--- config.mk ---
export PLATFORM = sky130hd
export DESIGN_NAME = sorted_priority_list
export DESIGN_NICKNAME = d
export VERILOG_FILES = /design/src/hdl/spl_pkg.sv /design/src/hdl/sorted_priority_list.sv
export SDC_FILE = /design/constraint.sdc
export NUM_CORES = 2
export LEC_CHECK = 0
export BUFFER_PORTS_ARGS = -buffer_cell sky130_fd_sc_hd__clkbuf_2
export CAP_MARGIN = 20
export CORE_ASPECT_RATIO = 2
export CORE_MARGIN = 5
export CORE_UTILIZATION = 55
export DETAILED_ROUTE_END_ITERATION = 6
export MAX_ROUTING_LAYER = met4
export PLACE_DENSITY = 0.71
export SLEW_MARGIN = 20
export SYNTH_ARGS = -nofsm -noshare
export SYNTH_HDL_FRONTEND = slang
export SYNTH_SLANG_ARGS = --single-unit
export TNS_END_PERCENT = 50
--- constraint.sdc ---
create_clock -name clock -period 10.65 [get_ports clock]
set_clock_uncertainty 0.2 [all_clocks]
set_input_delay 2.13 -clock clock [delete_from_list [all_inputs] [get_ports clock]]
set_output_delay 2.13 -clock clock [all_outputs]
set_load 0.05 [all_outputs]
--- src/hdl/spl_pkg.sv ---
// ----------------------------------------------------------------------------
// Sorted priority list package
// Shared types, sizes and codes for the sorted priority list block.
// ----------------------------------------------------------------------------
package spl_pkg;

   // Store size and derived widths.
   localparam int DEPTH    = 64;
   localparam int IDX_BITS = $clog2(DEPTH);
   localparam int CNT_BITS = $clog2(DEPTH + 1);
   localparam int TAG_BITS = 16;

   // Operation codes.
   typedef enum logic [2:0] {
      OP_INSERT     = 3'd0,
      OP_REMOVE_TAG = 3'd1,
      OP_REMOVE_PRI = 3'd2,
      OP_CLEAR      = 3'd3,
      OP_READ       = 3'd4
   } op_type;

   // Status codes.
   typedef enum logic [2:0] {
      ST_OK        = 3'd0,
      ST_EMPTY     = 3'd1,
      ST_NOT_FOUND = 3'd2,
      ST_FULL      = 3'd3,
      ST_BAD_POS   = 3'd4
   } status_type;

   // Request word.
   typedef struct packed {
      logic [2:0]          op;
      logic [TAG_BITS-1:0] tag;
      logic signed [15:0]  priority_req;
      logic [5:0]          position;
   } req_type;

   // Response word.
   typedef struct packed {
      logic [2:0]          status;
      logic [TAG_BITS-1:0] out_tag;
      logic signed [15:0]  out_priority;
      logic [6:0]          entry_count;
   } rsp_type;

   // One stored entry.
   typedef struct packed {
      logic [TAG_BITS-1:0] tag;
      logic signed [15:0]  prio;
   } entry_type;

endpackage

--- src/hdl/sorted_priority_list.sv ---
// Clear, full insert, empty remove or read, bad position and unused codes respond
// straight from idle; read checks one entry; remove scans every entry from the head;
// insert scans from the tail, moving larger entries one slot back, and ends in the put
// state when it lands at the head. One word at a time: busy stays high until the response
// strobe. The entry memory has one registered read and one write per cycle. Synchronous
// reset empties the list; the receiver cannot stall, so each response shows for one cycle.
// ----------------------------------------------------------------------------
// Sorted priority list
// Keeps tagged entries in ascending priority order in one memory, scanned
// one entry at a time, load then check, by a small sequencer.
// ----------------------------------------------------------------------------
module sorted_priority_list
   import spl_pkg::*;
(
   input  logic    clock,
   input  logic    reset,
   input  logic    start,
   input  req_type req_data,
   output logic    busy,
   output logic    rsp_valid,
   output rsp_type rsp_data
);

   typedef enum logic [1:0] {
      S_IDLE,
      S_LOAD,
      S_CHECK,
      S_PUT
   } state_type;

   state_type           state_ff;
   req_type             req_ff;
   logic [IDX_BITS-1:0] idx_ff;
   logic [IDX_BITS-1:0] put_ff;
   logic [CNT_BITS-1:0] count_ff;
   logic                found_ff;
   entry_type           hit_ff;
   logic                rsp_valid_ff;
   rsp_type             rsp_ff;

   entry_type           mem [DEPTH];
   entry_type           rd_data_ff;

   logic                mem_we;
   logic [IDX_BITS-1:0] mem_waddr;
   entry_type           mem_wdata;

   entry_type           new_entry;
   logic                is_last;
   logic                match;
   logic [IDX_BITS-1:0] last_idx;

   assign busy      = (state_ff != S_IDLE);
   assign rsp_valid = rsp_valid_ff;
   assign rsp_data  = rsp_ff;

   assign new_entry.tag  = req_ff.tag;
   assign new_entry.prio = req_ff.priority_req;
   assign last_idx       = IDX_BITS'(count_ff - CNT_BITS'(1));
   assign is_last        = (idx_ff == last_idx);
   assign match          = (op_type'(req_ff.op) == OP_REMOVE_TAG) ?
                           (rd_data_ff.tag == req_ff.tag) :
                           (rd_data_ff.prio == req_ff.priority_req);

   // Entry memory: one registered read, one write per cycle.
   always_ff @(posedge clock) begin
      rd_data_ff <= mem[idx_ff];
      if (mem_we) begin
         mem[mem_waddr] <= mem_wdata;
      end
   end

   // Memory write selection for the scan steps.
   always_comb begin
      mem_we    = 1'b0;
      mem_waddr = idx_ff;
      mem_wdata = new_entry;
      if (state_ff == S_PUT) begin
         mem_we    = 1'b1;
         mem_waddr = put_ff;
      end else if (state_ff == S_CHECK) begin
         if (op_type'(req_ff.op) == OP_INSERT) begin
            // Shift larger entries one slot toward the tail, else drop in.
            mem_we    = 1'b1;
            mem_waddr = idx_ff + IDX_BITS'(1);
            if (rd_data_ff.prio > req_ff.priority_req) begin
               mem_wdata = rd_data_ff;
            end
         end else if (op_type'(req_ff.op) != OP_READ && found_ff) begin
            // Close the gap left by the removed entry.
            mem_we    = 1'b1;
            mem_waddr = idx_ff - IDX_BITS'(1);
            mem_wdata = rd_data_ff;
         end
      end
   end

   // Sequencer with registered response.
   always_ff @(posedge clock) begin
      if (reset) begin
         state_ff     <= S_IDLE;
         count_ff     <= '0;
         rsp_valid_ff <= 1'b0;
         found_ff     <= 1'b0;
         idx_ff       <= '0;
         put_ff       <= '0;
      end else begin
         rsp_valid_ff <= 1'b0;
         case (state_ff)
            S_IDLE: begin
               if (start) begin
                  req_ff               <= req_data;
                  found_ff             <= 1'b0;
                  rsp_ff.out_tag       <= '0;
                  rsp_ff.out_priority  <= '0;
                  rsp_ff.status        <= ST_OK;
                  rsp_ff.entry_count   <= 7'(count_ff);
                  case (op_type'(req_data.op))
                     OP_INSERT: begin
                        if (count_ff == CNT_BITS'(DEPTH)) begin
                           rsp_ff.status <= ST_FULL;
                           rsp_valid_ff  <= 1'b1;
                        end else if (count_ff == '0) begin
                           put_ff   <= '0;
                           state_ff <= S_PUT;
                        end else begin
                           idx_ff   <= last_idx;
                           state_ff <= S_LOAD;
                        end
                     end
                     OP_REMOVE_TAG, OP_REMOVE_PRI: begin
                        if (count_ff == '0) begin
                           rsp_ff.status <= ST_EMPTY;
                           rsp_valid_ff  <= 1'b1;
                        end else begin
                           idx_ff   <= '0;
                           state_ff <= S_LOAD;
                        end
                     end
                     OP_CLEAR: begin
                        count_ff           <= '0;
                        rsp_ff.entry_count <= '0;
                        rsp_valid_ff       <= 1'b1;
                     end
                     OP_READ: begin
                        if (count_ff == '0) begin
                           rsp_ff.status <= ST_EMPTY;
                           rsp_valid_ff  <= 1'b1;
                        end else if (CNT_BITS'(req_data.position) >= count_ff) begin
                           rsp_ff.status <= ST_BAD_POS;
                           rsp_valid_ff  <= 1'b1;
                        end else begin
                           idx_ff   <= IDX_BITS'(req_data.position);
                           state_ff <= S_LOAD;
                        end
                     end
                     default: begin
                        rsp_valid_ff <= 1'b1;
                     end
                  endcase
               end
            end

            // Read data for idx_ff arrives at the end of this cycle.
            S_LOAD: begin
               state_ff <= S_CHECK;
            end

            S_CHECK: begin
               case (op_type'(req_ff.op))
                  OP_INSERT: begin
                     if (rd_data_ff.prio > req_ff.priority_req) begin
                        if (idx_ff == '0) begin
                           put_ff   <= '0;
                           state_ff <= S_PUT;
                        end else begin
                           idx_ff   <= idx_ff - IDX_BITS'(1);
                           state_ff <= S_LOAD;
                        end
                     end else begin
                        count_ff           <= count_ff + CNT_BITS'(1);
                        rsp_ff.entry_count <= 7'(count_ff + CNT_BITS'(1));
                        rsp_valid_ff       <= 1'b1;
                        state_ff           <= S_IDLE;
                     end
                  end
                  OP_READ: begin
                     rsp_ff.out_tag      <= rd_data_ff.tag;
                     rsp_ff.out_priority <= rd_data_ff.prio;
                     rsp_valid_ff        <= 1'b1;
                     state_ff            <= S_IDLE;
                  end
                  default: begin
                     // Remove by tag or by priority: first match from the head.
                     if (!found_ff && match) begin
                        found_ff <= 1'b1;
                        hit_ff   <= rd_data_ff;
                     end
                     if (is_last) begin
                        if (found_ff || match) begin
                           count_ff            <= count_ff - CNT_BITS'(1);
                           rsp_ff.entry_count  <= 7'(count_ff - CNT_BITS'(1));
                           rsp_ff.out_tag      <= found_ff ? hit_ff.tag : rd_data_ff.tag;
                           rsp_ff.out_priority <= found_ff ? hit_ff.prio :
                                                             rd_data_ff.prio;
                        end else begin
                           rsp_ff.status <= ST_NOT_FOUND;
                        end
                        rsp_valid_ff <= 1'b1;
                        state_ff     <= S_IDLE;
                     end else begin
                        idx_ff   <= idx_ff + IDX_BITS'(1);
                        state_ff <= S_LOAD;
                     end
                  end
               endcase
            end

            // Write the new entry at its slot and finish the insert.
            S_PUT: begin
               count_ff           <= count_ff + CNT_BITS'(1);
               rsp_ff.entry_count <= 7'(count_ff + CNT_BITS'(1));
               rsp_valid_ff       <= 1'b1;
               state_ff           <= S_IDLE;
            end

            default: begin
               state_ff <= S_IDLE;
            end
         endcase
      end
   end

endmodule
==> impl_metrics.csv <==
group,metric,value,unit
status,result_of_the_run,"complete, no violations",
synthesis,yosysSeqAreaShare,77.0,%
worst_setup_path,arrival,5.80,ns
timing,endpoints_failing_setup,0,
cts,clk_path_buf_depth,4,
timing,worst-slew-pin-transition,1.11,ns
synthesis,mappedNetlistArea,0.0854,mm²
pwr,worst_ir_drop_vdd,124,µV
floorplanning,starting_utilization_of_the_core_area,55.3,%
cts,clock_insertion_delay_at_the_later_pin_of_the_skew_report,0.82,ns
drt,routed_wirelength,202000,µm
cells_and_area,most_common_cell_after_layout_fill_and_taps_aside,"edfxtp_1",
cts,clock-sinks,2206,
grt,number_of_antenna_violations_at_the_first_check_in_global_routing,7,
worst_setup_path,path_delay_family,"buffers and inverters",
timing,grt_setup_unrepaired,"no",
worst_setup_path,timing.reg2reg.setup_slack,5.31,ns
cells_and_area,post-route-util,61.4,%
worst_setup_path,worst_setup_sp_type,"flip-flop",
worst_setup_path,critPathBufInv,3,
drt,wl_per_cell,33.0,µm
worst_setup_path,regToRegStartpoint,"idx_ff[0]$_SDFFE_PP0P_",
synthesis,post-synth-top-area-fraction,75.8,%
hold_path,hold_path_end,"hit_ff[4]$_DFFE_PP_",
synthesis,synth-seq-cells,2206,
timing,finalHoldWorstSlack,0.327,ns
timing,timing.final.crit_share,50.1,%
pwr,p_leak,28.5,nW
place,gp_routability_congestion,0.914,
cells_and_area,layout.cells.most_common_list,"edfxtp_1 (2157), mux4_2 (644), clkbuf_16 (184)",
timing,timing_hold_violations_final,0,
floorplanning,chipHeight,567,µm
worst_setup_path,worstRegToRegCells,6,
place,placement.cell_area,0.0889,mm²
timing,setup_ws,5.31,ns
cells_and_area,area.growth.synth_to_final,10.9,%
hold_path,worstHoldStart,"rd_data_ff[4]$_DFF_P_",
timing,period_needed,5.34,ns
cts,clk_pin_slew,0.07,ns
timing,max-slew-margin-rel,26.2,%
place,post_place_setup_slack,5.21,ns
drt,detailroute.via_count,40000,
synthesis,yosysTopAreaCell,"edfxtp_1",
synthesis,ys_async_sr_fraction,0,%
cts,post-cts-setup-buffer-count,0,
synthesis,synth_cell_types,67,
worst_setup_path,crit_path_max_fanout,47,
worst_setup_path,worst_ep_required_time,11.12,ns
cells_and_area,final_design_area_no_fill,0.0948,mm²
timing,clock.fmax,187,MHz
flow_run,drv.max_cap_violation_count,0,
pwr,power.density_cell_area,199,mW/mm²
worst_setup_path,criticalPathCategory,"flip-flop to flip-flop",
floorplanning,area_of_the_core_region,0.154,mm²
cts,post_cts_resize_count,0,
drt,route.antenna.remaining_nets,0,
grt,grt_pass1_vias,40700,
floorplanning,io_pins,88,
floorplanning,die-area,0.164,mm²
hold_path,holdCritPathClass,"flip-flop to flip-flop",
floorplanning,die-width,289,µm
grt,pin_count_of_the_biggest_net_entering_global_routing,150,
hold_path,hold-path-cell-count,0,
synthesis,syn-mean-instance-area,22.7,µm²
synthesis,synth_nets,3828,
cells_and_area,net_count_of_the_finished_layout,4004,
timing,tns,0,ns
cts,tritoncts_buffer_count,181,
grt,grt.total_usage,25.5,%
timing,timing.final.max_slew_violations,0,
worst_setup_path,regToRegEndpoint,"rd_data_ff[16]$_DFF_P_",
grt,grt_pass1_wl,292000,µm
synthesis,count_of_yosys_warnings_during_synthesis,0,
floorplanning,floorplan.rows,204,
worst_setup_path,timing.critical_path.cells,"buf_4, buf_4, buf_4, mux4_2, mux4_2, mux4_2",
cts,clock_tree.htree_level_count,4,
cts,cts.root.buffer_cell,"clkbuf_16",
place,dp.cells,5809,
worst_setup_path,critPathCaptureType,"flip-flop",
place,detailed_place_hpwl,114000,µm
grt,global_route.overflow_total,0,
drt,vias_per_cell,6.52,
synthesis,synth_edf_count,2157,
drt,remaining_drc_errors,0,
cells_and_area,stdcell_count,6133,
worst_setup_path,worst_setup_path_startpoint,"idx_ff[0]$_SDFFE_PP0P_",
drt,detail_route.iter0.violations,4205,
place,io_buffer_count,87,
synthesis,netlist_top_cells_area,"edfxtp_1 (76%), mux4_2 (17%), dfxtp_1 (1.1%)",
synthesis,syn_inst,3756,
drt,first_pass_iters,5,
synthesis,synth_ff_type,"edfxtp_1",
pwr,design_power_total,18.8,mW
worst_setup_path,slowest_stage,"buf_4",
cells_and_area,layout-drive-gt1-share,29.9,%
worst_setup_path,critical-path-max-stage-delay,0.85,ns
cts,cts-hold-fix-buffers,0,
cts,tritoncts,"yes",
-- state kept, by name, summed over array words and instances, names as in the netlist, 3 cells and up --
| signal | flops |
|---|---|
| count_ff | 7 |
| hit_ff | 32 |
| idx_ff | 6 |
| mem | 2048 |
| req_ff | 3 |
| new_entry | 32 |
| rd_data_ff | 32 |
| rsp_data | 42 |
-- cells in the mapped netlist, types with 5 or more instances --
master,number
nor4_1,10
a2111oi_0,5
o21ai_0,25
nand4_1,10
dfxtp_1,49
buf_1,21
a211oi_1,33
clkbuf_1,108
o211ai_1,6
inv_1,31
nor2b_1,34
a21oi_1,53
nand3_1,15
buf_6,6
o22ai_1,7
a31oi_1,31
buf_4,15
mux2i_1,5
a22oi_1,8
edfxtp_1,2157
ha_1,28
nor3_1,11
nor2_1,96
xor2_1,18
xnor2_1,8
nand2_1,166
buf_2,46
nand2b_1,6
o31ai_1,6
mux2_2,34
mux4_2,644
-- how the worst max path moves through the flow --
stage                                  end  depth (start not counted)
CTS                 rd_data_ff[16]$_DFF_P_                          6
floorplan              hit_ff[0]$_DFFE_PP_                          2
global placement    rd_data_ff[16]$_DFF_P_                          6
global route        rd_data_ff[16]$_DFF_P_                          6
finish              rd_data_ff[16]$_DFF_P_                          6
detailed placement  rd_data_ff[16]$_DFF_P_                          6
-- where the power goes --
part           switching [mW]  internal (mW)
Combinational            1.28           1.00
Clock                    2.95           3.66
Sequential              0.232           9.70
-- layout make-up --
type	instances	area, µm²
antenna	4	10.0
fill	10200	59700
clock buffer	222	4860
tap	2060	2580
timing repair buffer	189	1260
sequential	2206	65800
inverter	32	120
multi-input combinational	1322	19200
clock inverter	98	922
-- kinds of logic (layout without fill, tap and decap cells) --
kind of cell / count (synthesis) / count (layout) / synth area share [%]
flip-flops: 2206 / 2206 / 77.0
multiplexers: 683 / 683 / 17.5
AND/OR/NAND/NOR: 379 / 379 / 2.03
buffers and inverters: 228 / 541 / 1.19
AO/OA/AOI/OAI: 202 / 202 / 1.56
adder cells (fa/ha/maj): 29 / 29 / 0.422
XOR/XNOR: 29 / 29 / 0.346
other: 0 / 4 / 0
-- worst register-to-register path, stage by stage, from the launching register on --
cell and delay (ns):
dfxtp_4 0.75, buf_4 0.78, buf_4 0.82, buf_4 0.94, mux4_2 0.66, mux4_2 0.56, mux4_2 0.49
-- layer usage --
layer / vias to the layer above / GRT usage, % / wire length, µm
met5: - / - / 0
met4: 0 / 6.98 / 6410
met2: 1829 / 45.8 / 113000
met1: 21600 / 31.1 / 69800
met3: 377 / 2.64 / 13300
li1: 16200 / - / -
Note: power is estimated with default switching activity, not from simulation.
